**config.mk**
```make
export PLATFORM = sky130hd
export DESIGN_NAME = brrf_judge
export DESIGN_NICKNAME = d
export VERILOG_FILES = /design/src/rtl/brrf_pkg.sv /design/src/rtl/brrf_judge.sv
export SDC_FILE = /design/constraint.sdc
export NUM_CORES = 1
export LEC_CHECK = 0
export BUFFER_PORTS_ARGS = -buffer_cell sky130_fd_sc_hd__buf_2
export CAP_MARGIN = 5
export CORE_ASPECT_RATIO = 1.1
export CORE_UTILIZATION = 25
export DETAILED_ROUTE_END_ITERATION = 16
export PLACE_DENSITY_LB_ADDON = 0.05
export SLEW_MARGIN = 10
export SYNTH_ARGS = -nofsm -noshare
export SYNTH_HDL_FRONTEND = slang
export SYNTH_SLANG_ARGS = --single-unit
```
**constraint.sdc**
```tcl
create_clock -name vclk -period 7.79
set_clock_uncertainty 0.1 [all_clocks]
set_input_delay 2.337 -clock vclk [all_inputs]
set_output_delay 2.337 -clock vclk [all_outputs]
set_load 0.005 [all_outputs]
```
**src/rtl/brrf_pkg.sv**
```systemverilog
// Package for the rectangle region finder: sizes, register indexes,
// controller states and the structs shared by the top level and the judge.
// No dependencies.
`default_nettype none
package brrf_pkg;

  localparam int MAX_WIDTH    = 64;
  localparam int MAX_HEIGHT   = 64;
  localparam int MAX_OPEN     = 32;
  localparam int RESULT_LIMIT = 32;

  localparam int COL_W   = $clog2(MAX_WIDTH);
  localparam int ROW_W   = $clog2(MAX_HEIGHT);
  localparam int DIM_W   = 7;
  localparam int AREA_W  = 13;
  localparam int NUM_W   = 12;
  localparam int FOUND_W = 11;
  localparam int CNT_W   = $clog2(MAX_OPEN + 1);
  localparam int CFG_IDX_W = 1;

  localparam logic [DIM_W-1:0]   HEIGHT_SAT = DIM_W'(127);
  localparam logic [DIM_W-1:0]   RUN_SAT    = DIM_W'(127);
  localparam logic [FOUND_W-1:0] FOUND_SAT  = FOUND_W'(2047);

  localparam logic [CFG_IDX_W-1:0] REG_IMAGE_WIDTH  = CFG_IDX_W'(0);
  localparam logic [CFG_IDX_W-1:0] REG_IMAGE_HEIGHT = CFG_IDX_W'(1);

  typedef enum logic [3:0] {
    S_IDLE,
    S_UPPER,
    S_SCAN,
    S_PROC,
    S_OPEN,
    S_FLUSH_SCAN,
    S_FLUSH_PROC,
    S_CLEAR,
    S_LAST
  } state_t;

  typedef struct packed {
    logic [ROW_W-1:0] top;
    logic [DIM_W-1:0] span;
    logic [DIM_W-1:0] height;
    logic             row_ok;
  } entry_t;

  typedef struct packed {
    logic [COL_W-1:0] col;
    logic             pix;
    logic             row_end;
  } pos_t;

  typedef struct packed {
    entry_t entry;
    logic   emit;
  } judge_t;

  typedef struct packed {
    logic [ROW_W-1:0]  top_row;
    logic [COL_W-1:0]  left_col;
    logic [DIM_W-1:0]  region_width;
    logic [DIM_W-1:0]  region_height;
    logic [AREA_W-1:0] region_area;
    logic [NUM_W-1:0]  region_number;
  } rec_t;

endpackage
`default_nettype wire

```
**src/rtl/brrf_judge.sv**
```systemverilog
// Judges one open region entry against the current pixel position.
// Depends on brrf_pkg.
`default_nettype none
module brrf_judge import brrf_pkg::*; (
  input  wire logic [COL_W-1:0] entry_col,
  input  wire entry_t           entry,
  input  wire pos_t             pos,
  output judge_t                result
);

  logic [COL_W+1:0] end_c;
  logic [COL_W+1:0] col_c;
  logic             ok;
  logic             decide;

  always_comb begin
    end_c  = (COL_W+2)'(entry_col) + (COL_W+2)'(entry.span) - (COL_W+2)'(1);
    col_c  = (COL_W+2)'(pos.col);
    // A zero anywhere in the span spoils this row.
    ok     = entry.row_ok &&
             !((entry_col <= pos.col) && (col_c <= end_c) && !pos.pix);
    decide = (col_c == end_c) || (pos.row_end && (end_c > col_c));
    result.entry = entry;
    result.emit  = 1'b0;
    if (decide) begin
      if (ok) begin
        if (entry.height < HEIGHT_SAT) begin
          result.entry.height = entry.height + DIM_W'(1);
        end
      end else begin
        result.emit = 1'b1;
      end
      result.entry.row_ok = 1'b1;
    end else begin
      result.entry.row_ok = ok;
    end
  end

endmodule
`default_nettype wire

```
# [After elaboration in Yosys (flattened, before gate mapping)]
# Cells that the tools add are included.
[word_totals] regBits=0 inputBits=35 output_inout_bits=22 wordCells=21
[op_classes] addsub=3 order_cmp=4 eq_ne=1 mux=6 n_reduce_logical=7
[ops] cell="$mux W7" count=3
[ops] cell="$add A6 B7 Y8" count=1
[ops] cell="$eq A6 B8 Y1" count=1
[ops] cell="$gt A8 B6 Y1" count=1
[ops] cell="$le A6 B8 Y1" count=1
[ops] cell="$sub A8 B1 Y8 const B" count=1
[ops] cell="$add A7 B1 Y7 const B" count=1
[ops] cell="$lt A7 B7 Y1 const B" count=1
[ops] cell="$le A6 B6 Y1" count=1
[ops] cell="$logic_and A1 B1 Y1" count=4
[ops] cell="$mux W1" count=3
[ops] cell="$logic_not A1 Y1" count=2
[ops] cell="$logic_or A1 B1 Y1" count=1

# [Longest topological paths before layout]
# Gate-level depths: netlist (run 1).
[logic_depth] depth_word=9 depth_mapped=15 mapped_depth_nobuf=15

# [Worst setup path after synthesis (run 1)]
# OpenSTA, ideal clock, no wires.
[synth_path] kind="in2out" from="input port entry_col[1]" to="output port result[5] (netlist name)" arrival_ps=5157 required_ps=5353 path_slack_ps=196 path_stages=14 path_buffers=0 cell_sequence="inv_1 > ha_1 > inv_1 > ha_1 > inv_1 > fa_1 > nand2b_1 > a21o_2 > a21boi_0 > ha_1 > o21a_1 > a2111o_1 > nand4_1 > mux2_1"
[synth_rtl] element="from (decl)" line="brrf_judge.sv:5" source="input wire logic [COL_W-1:0] entry_col,"
[synth_rtl] element="to (decl)" line="brrf_judge.sv:8" source="output judge_t result"

==> Implementation_results.wiki, run 1 <==
{| class="wikitable"
! Metric !! Value
|-
| Run status || completed
|-
| DRC viols || 0
|-
| Transition time at the pin with the least slew margin || 543.4 ps
|-
| Data required time at the worst endpoint || 5350 ps
|-
| Count of sequential standard cells || 0
|-
| Antenna violations before repair || 0
|-
| Number of nets in the layout || 260
|-
| Critical path class || in -> out
|-
| Power spent charging and discharging nets || 61.22 uW
|-
| Cells after Synth || 153
|-
| Part of the power in the clock network || 0%
|-
| Cell area after layout || 1545 um^2
|-
| Post-synth cell types || 38
|-
| Floorplan die area || 4813 um^2
|-
| Synth-to-layout area growth || 36.16%
|-
| Maximum number of pins on one net before global-route repair || 8
|-
| Register Area || 0 um^2
|-
| Min-delay worst type || in -> out
|-
| Floorplan core area || 4317 um^2
|-
| Top-Level Pins || 57
|-
| Worst hold margin || 4574 ps
|-
| Start point of the worst hold path || entry[18]
|-
| Total standard cell area after synthesis || 1135 um^2
|-
| Multi-input combinational cell area || 974.7 um^2
|-
| RePlAce Congestion || 0.7148
|-
| First-pass GRT wire length || 4347 um
|-
| Share of Yosys cell area claimed by the top area cell type || 27.56%
|-
| Post-detailed-route via-to-cell ratio || 4.522
|-
| Switching power as a share of total power || 48.06%
|-
| RSZ-0062 raised after global routing || yes
|-
| Final period util || 98.72%
|-
| Critical Path Source Type || primary input
|-
| Synthesized area per cell || 7.417 um^2
|-
| DR vias || 1135
|-
| Most area-hungry cell type in the Yosys netlist || sky130_fd_sc_hd__ha_1
|-
| Logic gate share of total power || 100.0%
|-
| Cell area after placement || 1383 um^2
|-
| DR WL/cell || 10.60 um
|-
| Number of buffers inserted by port buffering || 45
|-
| Placed wire-length estimate || 2377 um
|-
| Relative slew slack || 63.78%
|-
| Post-Syn Nets || 214
|-
| Ant. Diodes || 0
|-
| Total count of max-transition violations in the final report || 0
|-
| Met3 track demand over resource || 0.1563%
|-
| Register share of total power || 0%
|-
| Leakage dissipation || 0.0008679 uW
|-
| Part of the Yosys area used for sequential elements || 0%
|-
| Hold-critical path endpoint || result[19]
|-
| Largest voltage drop on the vdd net || 0.00002723 V
|-
| Number of standard-cell rows in the floorplan || 25
|-
| Remaining antenna violation count || 0
|-
| Achievable Freq || 130.0 MHz
|-
| Total of fill cells in the finished design || 490
|-
| 1st-iter DRT viols || 21
|-
| Aggregate global routing overflow || 0
|-
| Die X || 66.24 um
|-
| Final wirelength || 2660 um
|-
| PD cells || 82.43 nW/um^2
|-
| Global routing met1 resource utilization || 13.19%
|-
| Ys Warns || 0
|-
| Final Hold Viols || 0
|-
| Internal power contribution || 66.16 uW
|-
| Max Cap Violations || 0
|-
| Setup violators final || 0
|-
| Clock buffer count in the final layout || 0
|-
| Data arrival, critical path || 5250 ps
|-
| Most used standard cell by instance count after synthesis || sky130_fd_sc_hd__inv_1
|-
| Hold Path Stages || 0
|-
| Y dimension of the die || 72.67 um
|-
| GR Util All Layers || 10.96%
|-
| Most Crowded Layer GR || met2
|-
| Critical Path Sink Type || output port
|-
| Synth top area cells || sky130_fd_sc_hd__ha_1 (28%), sky130_fd_sc_hd__inv_1 (12%), sky130_fd_sc_hd__buf_4 (8.6%)
|-
| Number of global-route vias before repair || 1079
|-
| Starting utilization of the core area || 26.29%
|-
| Ranking of synthesized cells by instance count || sky130_fd_sc_hd__inv_1 (36), sky130_fd_sc_hd__ha_1 (25), sky130_fd_sc_hd__buf_4 (13)
|-
| Iteration count of the initial detailed-routing pass || 4
|-
| Final period demand of the worst path || 7691 ps
|-
| GR Layer Usage met2 || 22.45%
|-
| Ratio of cells with drive above 1 in the final layout || 41.62%
|-
| Highest fanout seen on the critical path || 7
|}
==> how the worst max path moves through the flow <==
| stage | startpoint | end | slack (ps) |
|---|---|---|---|
| 2_1_floorplan | entry_col[1] | result[5] | 200 |
| 3_3_place_gp | entry_col[1] | result[7] | -60 |
| 3_5_place_dp | entry_col[1] | result[7] | -100 |
| 4_1_cts | entry_col[1] | result[7] | 7 |
| 5_1_grt | entry_col[0] | result[7] | -40 |
| 6_report | entry[9] | result[7] | 100 |
==> worst max-delay path: stages <==
cell and delay [ps]:
sky130_fd_sc_hd__buf_6 100, sky130_fd_sc_hd__inv_4 50, sky130_fd_sc_hd__ha_4 190, sky130_fd_sc_hd__inv_2 60, sky130_fd_sc_hd__ha_4 130, sky130_fd_sc_hd__inv_4 30, sky130_fd_sc_hd__fa_2 350, sky130_fd_sc_hd__nand2b_4 150
sky130_fd_sc_hd__a21o_2 210, sky130_fd_sc_hd__a21boi_2 150, sky130_fd_sc_hd__ha_1 300, sky130_fd_sc_hd__o21a_1 110, sky130_fd_sc_hd__a2111o_1 510, sky130_fd_sc_hd__nand4_1 150, sky130_fd_sc_hd__mux2_4 310, sky130_fd_sc_hd__buf_6 110
==> layout by cell type, fill, tap and decap left out, types with 2 or more instances in the layout <==
master                     netlist  final
sky130_fd_sc_hd__mux2_4          0      5
sky130_fd_sc_hd__inv_1          36     31
sky130_fd_sc_hd__nor2_1          5      5
sky130_fd_sc_hd__nand2b_1        4      3
sky130_fd_sc_hd__nor3b_1         2      2
sky130_fd_sc_hd__nand4_1         5      5
sky130_fd_sc_hd__buf_2           0     38
sky130_fd_sc_hd__buf_4          13     12
sky130_fd_sc_hd__ha_1           25     21
sky130_fd_sc_hd__ha_4            0      3
sky130_fd_sc_hd__inv_2           1      4
sky130_fd_sc_hd__and3_1          6      6
sky130_fd_sc_hd__nor2b_1         3      3
sky130_fd_sc_hd__xnor2_1         3      3
sky130_fd_sc_hd__o21a_1          3      3
sky130_fd_sc_hd__nand2_1         8      8
sky130_fd_sc_hd__nand3_1         4      4
sky130_fd_sc_hd__a21o_1          2      2
sky130_fd_sc_hd__a21oi_1         3      2
sky130_fd_sc_hd__inv_4           0      2
sky130_fd_sc_hd__o21ai_1         3      3
sky130_fd_sc_hd__nor3_1          3      3
sky130_fd_sc_hd__buf_6           0      7
==> kinds of logic after synthesis <==
logic type | share of synthesized area (%)
AND/OR/NAND/NOR | 21.17
buffers and inverters | 20.84
adder cells (fa/ha/maj) | 29.33
AO/OA/AOI/OAI | 20.51
XOR/XNOR | 2.316
multiplexers | 5.843
==> power groups by stage <==
stage          clock network (uW)  registers [uW]  logic, uW
2_1_floorplan                   0               0       78.1
3_3_place_gp                    0               0        112
3_5_place_dp                    0               0        111
4_1_cts                         0               0        115
5_1_grt                         0               0        146
6_report                        0               0        127
==> through the flow <==
step           util, %  instances  worst slack [ps]  total power (uW)  TNS, ps
3_3_place_gp     32.03        246            -60.23             112.2   -274.0
2_1_floorplan        -        153             196.2             78.11        0
5_1_grt          35.80        251            -41.72             145.8   -153.8
4_1_cts          32.38        247             7.325             115.0        0
3_5_place_dp     32.03        246            -100.2             111.4   -481.5
6_report         35.80        251             99.42             127.4        0
==> layout make-up <==
type | instances | share of cell area, %
inverters | 37 | 9.312
multi-input cells | 103 | 63.08
well taps | 54 | 4.372
repair buffers | 57 | 23.24
==> what timing repair did <==
| action | in CTS | in global routing |
|---|---|---|
| hold buffers | 0 | 0 |
| endpoints found under the setup margin | 5 | 9 |
| resized for setup | 1 | 28 |
| setup buffers | 1 | 4 |
| pin swaps | 5 | 11 |
| gates cloned | 0 | 0 |
==> metal layers <==
layer / part of all wire [%] / wire [um]
met1: 42 / 1117
met2: 54 / 1441
met5: 0 / 0
met3: 3.8 / 101
met4: 0 / 0
(Power assumes the default switching activity.)
==> run 2, diff against run 1 <==
==> constraint.sdc (replaced) <==
create_clock -name vclk -period 7.79
set_clock_uncertainty 0.1 [all_clocks]
set_input_delay 2.337 -clock vclk [all_inputs]
set_output_delay 2.337 -clock vclk [all_outputs]
set_load 0.05 [all_outputs]
==> run 2 against run 1 <==
Effect of this change:
- non-clock buffer count is 2 lower
- cell area is 4.3% higher
- final cell count is 0.80% lower
- hold slack hardly changed
- fmax is 0.19% lower
- first-iteration DRC count is 29% higher
- combinational power is 23% higher
- die area stayed put
- core utilization is 1.5 points higher
- critical path type unchanged
- largest power group unchanged
==> Implementation_results.wiki, run 2 (synthesized netlist as in run 1, its figures left out) <==
{| class="wikitable"
! Metric !! Value
|-
| Count of non-filler cells in the finished layout || 249 (was 251)
|-
| Ratio of cells with drive above 1 in the final layout || 44.10% (was 41.62%)
|-
| RePlAce Congestion || 0.7403 (was 0.7148)
|-
| Remaining antenna violation count || 0 (unchanged)
|-
| Leakage dissipation || 0.0008842 uW (was 0.0008679 uW)
|-
| Synth-to-layout area growth || 42.01% (was 36.16%)
|-
| RSZ-0062 raised after global routing || yes (unchanged)
|-
| Data required time at the worst endpoint || 5350 ps (about the same)
|-
| Achievable Freq || 129.8 MHz (was 130.0 MHz)
|-
| Max Cap Violations || 0 (unchanged)
|-
| Final wirelength || 2764 um (was 2660 um)
|-
| Ant. Diodes || 0 (unchanged)
|-
| Worst hold margin || 4574 ps (about the same)
|-
| Setup violators final || 0 (unchanged)
|-
| Top-Level Pins || 57 (unchanged)
|-
| Post-detailed-route via-to-cell ratio || 4.691 (was 4.522)
|-
| DRC viols || 0 (unchanged)
|-
| Placed wire-length estimate || 2467 um (was 2377 um)
|-
| Critical Path Source Type || primary input (unchanged)
|-
| Final period util || 98.92% (was 98.72%)
|-
| Number of nets in the layout || 258 (was 260)
|-
| Post-CTS Hold Buffers || 0 (unchanged)
|-
| Aggregate global routing overflow || 0 (unchanged)
|-
| Largest voltage drop on the vdd net || 0.00003198 V (was 0.00002723 V)
|-
| Die X || 66.24 um (unchanged)
|-
| DR vias || 1168 (was 1135)
|-
| Total count of max-transition violations in the final report || 0 (unchanged)
|-
| Clock buffer count in the final layout || 0 (unchanged)
|-
| Run status || completed (unchanged)
|-
| Number of buffers inserted by port buffering || 45 (unchanged)
|-
| Starting utilization of the core area || 26.29% (unchanged)
|-
| Leading cell types in the layout, fill and taps excluded || sky130_fd_sc_hd__buf_2 (35), sky130_fd_sc_hd__inv_1 (31), sky130_fd_sc_hd__ha_1 (20) (was sky130_fd_sc_hd__buf_2 (38), sky130_fd_sc_hd__inv_1 (31), sky130_fd_sc_hd__ha_1 (21))
|-
| Count of sequential standard cells || 0 (unchanged)
|-
| Highest fanout seen on the critical path || 8 (was 7)
|-
| Iteration count of the initial detailed-routing pass || 3 (was 4)
|-
| Y dimension of the die || 72.67 um (unchanged)
|-
| Critical path class || in -> out (unchanged)
|-
| Data arrival, critical path || 5270 ps (was 5250 ps)
|-
| Post-placement setup slack || -220.3 ps (was -100.2 ps)
|-
| Most common cell after layout, fill and taps aside || sky130_fd_sc_hd__buf_2 (unchanged)
|-
| Final Hold Viols || 0 (unchanged)
|-
| Floorplan core area || 4317 um^2 (unchanged)
|-
| Number of standard-cell rows in the floorplan || 25 (unchanged)
|-
| Transition time at the pin with the least slew margin || 554.5 ps (was 543.4 ps)
|-
| Final period demand of the worst path || 7706 ps (was 7691 ps)
|-
| GR Util All Layers || 11.49% (was 10.96%)
|-
| Minimum setup slack in the final design || 84.39 ps (was 99.42 ps)
|-
| Min-delay worst type || in -> out (unchanged)
|-
| 1st-iter DRT viols || 27 (was 21)
|-
| Register Area || 0 um^2 (unchanged)
|-
| Relative slew slack || 63.03% (was 63.78%)
|-
| Critical Path Sink Type || output port (unchanged)
|-
| DR WL/cell || 11.10 um (was 10.60 um)
|-
| Number of global-route vias before repair || 1108 (was 1079)
|-
| Maximum number of pins on one net before global-route repair || 9 (was 8)
|-
| First-pass GRT wire length || 4505 um (was 4347 um)
|-
| Placed instance count || 248 (was 246)
|-
| PD cells || 96.54 nW/um^2 (was 82.43 nW/um^2)
|-
| Floorplan die area || 4813 um^2 (unchanged)
|-
| Antenna violations before repair || 0 (unchanged)
|}
## run 2: repair_timing
action / in CTS / in global routing
pin swaps: 12 / 14
setup buffers: 0 / 1
endpoints found under the setup margin: 8 / 8
resized for setup: 24 / 21
## run 2: area by class of cell
class                           instances  area (um^2)
Timing Repair Buffer                   55        366.6
Tap cell                               54        67.56
Fill cell                             482         2705
Inverter                               37        141.4
Multi-Input combinational cell        103         1036
## run 2: metal layers
layer | vias up | routed length (um) | GRT usage (%)
li1 | 604 | - | -
met4 | 0 | 0 | 0
met2 | 26 | 1513 | 24.49
met1 | 538 | 1111 | 12.39
met5 | - | 0 | 0
met3 | 0 | 139 | 1.250
## run 2: through the flow
step / utilization [%] / setup TNS (ps) / total power (uW) / cell area, um^2
2_1_floorplan: - / -183.8 / 106.8 / 1150
3_3_place_gp: 32.72 / -838.2 / 133.8 / 1413
3_5_place_dp: 32.72 / -1373 / 134.0 / 1413
4_1_cts: 34.75 / 0 / 144.7 / 1500
5_1_grt: 37.33 / -274.5 / 173.9 / 1612
6_report: 37.33 / 0 / 155.6 / 1612
## run 2: where the power goes
group / leakage [uW] / internal, uW / switching [uW]
sequential: 0 / 0 / 0
clock: 0 / 0 / 0
combinational: 0.000884 / 69.5 / 86.1
total: 0.000884 / 69.5 / 86.1
## run 2: path summary, 6_finish.rpt
| kind | slack [ps] | startpoint | cells past startpoint | endpoint |
|---|---|---|---|---|
| setup / recovery | 80 | entry_col[1] | 16 | result[7] |
| hold / removal | 4570 | entry[17] | 0 | result[18] |
## run 2: critical path, stage by stage
cell and delay [ps]:
sky130_fd_sc_hd__buf_6 100, sky130_fd_sc_hd__inv_4 50, sky130_fd_sc_hd__ha_4 190, sky130_fd_sc_hd__inv_2 60, sky130_fd_sc_hd__ha_4 130, sky130_fd_sc_hd__inv_2 30, sky130_fd_sc_hd__fa_2 340, sky130_fd_sc_hd__buf_6 130
sky130_fd_sc_hd__xnor2_2 120, sky130_fd_sc_hd__ha_1 290, sky130_fd_sc_hd__o21a_1 180, sky130_fd_sc_hd__o21a_1 160, sky130_fd_sc_hd__a2111o_1 530, sky130_fd_sc_hd__nand4_1 160, sky130_fd_sc_hd__mux2_4 320, sky130_fd_sc_hd__buf_8 150
==> run 3, diff against run 2 <==
- clock period: 7.79 -> 9.5 ns (I/O delays scaled with it)
==> run 3 against run 2 <==
Effect of this change:
- via count is 8.6% lower
- critical path depth unchanged
- wire length fell by 7.3%
- non-clock buffer count decreased by 10
- final cell count is 4.0% lower
- first-iteration DRC count decreased by 22%
- combinational power shrank 35%
==> Implementation_results.wiki, run 3 (synthesized netlist as in run 1, its figures left out) <==
{| class="wikitable"
! Metric !! Value
|-
| Total of cells resized after clock tree synthesis || 0 (was 24)
|-
| Switching power as a share of total power || 61.96% (was 55.31%)
|-
| DRC viols || 0 (unchanged)
|-
| Worst Path Buf+Inv || 5 (was 6)
|-
| Transition time at the pin with the least slew margin || 553.5 ps (was 554.5 ps)
|-
| Logic gate share of total power || 100.0% (about the same)
|-
| Gate family responsible for the most delay along the worst path || adder cells (unchanged)
|-
| Y dimension of the die || 72.67 um (unchanged)
|-
| Power spent charging and discharging nets || 63.31 uW (was 86.05 uW)
|-
| Total power || 102.2 uW (was 155.6 uW)
|-
| Placed instance count || 239 (was 248)
|-
| Top-Level Pins || 57 (unchanged)
|-
| Final Hold Viols || 0 (unchanged)
|-
| Placed wire-length estimate || 2393 um (was 2467 um)
|-
| First-pass GRT wire length || 4540 um (was 4505 um)
|-
| Cell-by-cell listing of the critical path || buf_2, inv_1, ha_1, inv_1, ha_1, inv_1, fa_1, nand2b_1, a21o_2, a21boi_0, ha_1, o21a_1, a2111o_1, nand3_2, mux2_1, buf_2 (was buf_6, inv_4, ha_4, inv_2, ha_4, inv_2, fa_2, buf_6, xnor2_2, ha_1, o21a_1, o21a_1, a2111o_1, nand4_1, mux2_4, buf_8)
|-
| Critical path class || in -> out (unchanged)
|-
| DR WL/cell || 10.72 um (was 11.10 um)
|-
| Sum of negative setup slack || 0 ps (unchanged)
|-
| Most common cell after layout, fill and taps aside || sky130_fd_sc_hd__buf_2 (unchanged)
|-
| Max Cap Violations || 0 (unchanged)
|-
| Data arrival, critical path || 6170 ps (was 5270 ps)
|-
| Number of global-route vias before repair || 1112 (was 1108)
|-
| Critical Path Source Type || primary input (unchanged)
|-
| 1st-iter DRT viols || 21 (was 27)
|-
| Run status || completed (unchanged)
|-
| Antenna violations before repair || 0 (unchanged)
|-
| Achievable Freq || 109.7 MHz
|-
| Clock buffer count in the final layout || 0 (unchanged)
|-
| Count of sequential standard cells || 0 (unchanged)
|-
| Iteration count of the initial detailed-routing pass || 3 (unchanged)
|-
| Count of non-filler cells in the finished layout || 239 (was 249)
|-
| Critical Path Sink Type || output port (unchanged)
|-
| Register Area || 0 um^2 (unchanged)
|-
| Number of standard-cell rows in the floorplan || 25 (unchanged)
|-
| Floorplan die area || 4813 um^2 (unchanged)
|-
| Starting utilization of the core area || 26.29% (unchanged)
|-
| Total of fill cells in the finished design || 482 (unchanged)
|-
| GR Util All Layers || 11.35% (was 11.49%)
|-
| Leading cell types in the layout, fill and taps excluded || sky130_fd_sc_hd__buf_2 (45), sky130_fd_sc_hd__inv_1 (36), sky130_fd_sc_hd__ha_1 (25) (was sky130_fd_sc_hd__buf_2 (35), sky130_fd_sc_hd__inv_1 (31), sky130_fd_sc_hd__ha_1 (20))
|-
| Post-CTS Hold Buffers || 0 (unchanged)
|-
| Slowest cell on crit path || sky130_fd_sc_hd__a2111o_1 (unchanged)
|-
| Data required time at the worst endpoint || 6550 ps (was 5350 ps)
|-
| PD cells || 76.82 nW/um^2 (was 96.54 nW/um^2)
|-
| Internal power contribution || 38.87 uW (was 69.53 uW)
|-
| Highest fanout seen on the critical path || 8 (unchanged)
|-
| RSZ-0062 raised after global routing || no (was yes)
|-
| Final period util || 95.97%
|-
| Aggregate global routing overflow || 0 (unchanged)
|-
| Floorplan core area || 4317 um^2 (unchanged)
|-
| Number of nets in the layout || 248 (was 258)
|-
| DR vias || 1067 (was 1168)
|-
| Register share of total power || 0% (about the same)
|-
| Synth-to-layout area growth || 17.20% (was 42.01%)
|-
| Ant. Diodes || 0 (unchanged)
|-
| Final period demand of the worst path || 9117 ps
|-
| Setup violators final || 0 (unchanged)
|-
| Final wirelength || 2561 um (was 2764 um)
|-
| Min-delay worst type || in -> out (unchanged)
|-
| Relative slew slack || 63.10% (was 63.03%)
|-
| Maximum number of pins on one net before global-route repair || 9 (unchanged)
|-
| Largest voltage drop on the vdd net || 0.00002574 V (was 0.00003198 V)
|-
| Total count of max-transition violations in the final report || 0 (unchanged)
|-
| Ratio of cells with drive above 1 in the final layout || 28.11% (was 44.10%)
|-
| Number of buffers inserted by port buffering || 45 (unchanged)
|-
| Delay contributed by the slowest stage of the critical path || 530 ps (about the same)
|-
| Remaining antenna violation count || 0 (unchanged)
|-
| Setup Buffers After CTS || 0 (unchanged)
|-
| Part of the power in the clock network || 0% (about the same)
|-
| Post-detailed-route via-to-cell ratio || 4.464 (was 4.691)
|-
| Die X || 66.24 um (unchanged)
|-
| RePlAce Congestion || 0.7144 (was 0.7403)
|-
| Leakage dissipation || 0.0007692 uW (was 0.0008842 uW)
|}
-- run 3: path summary, 6_finish.rpt --
kind | startpoint | to | slack, ps | depth (start not counted)
max | entry_col[1] | result[2] | 380 | 16
min | entry[18] | result[19] | 5600 | 0
-- run 3: metrics by stage --
stage	util [%]	hold slack (ps)	worst slack, ps	area [um^2]
final	30.81	5600	382.8	1330
after floorplan	-	5767	327.7	1135
after global placement	30.81	5600	446.4	1330
after CTS	30.81	5600	361.4	1330
after global routing	30.81	5600	187.1	1330
after detailed placement	30.81	5600	370.4	1330
-- run 3: area by class of cell --
type | count | area (um^2) | share of cell area [%]
Inverter | 37 | 138.9 | 10.44
Timing Repair Buffer | 45 | 225.2 | 16.93
Tap cell | 54 | 67.56 | 5.080
Multi-Input combinational cell | 103 | 898.4 | 67.54
-- run 3: power groups by stage --
| stage | clock network (uW) | registers [uW] | logic, uW |
|---|---|---|---|
| floorplan | 0 | 0 | 86.7 |
| global placement | 0 | 0 | 104 |
| detailed placement | 0 | 0 | 103 |
| CTS | 0 | 0 | 104 |
| global route | 0 | 0 | 115 |
| finish | 0 | 0 | 102 |
-- run 3: metal layers --
metal	up-vias	share of wire (%)	track usage (%)	routed length (um)
li1	580	-	-	-
met1	460	42	13.19	1072
met2	27	54	23.70	1377
met3	0	4.3	0.3125	111
met4	0	0	0	0
met5	-	0	0	0
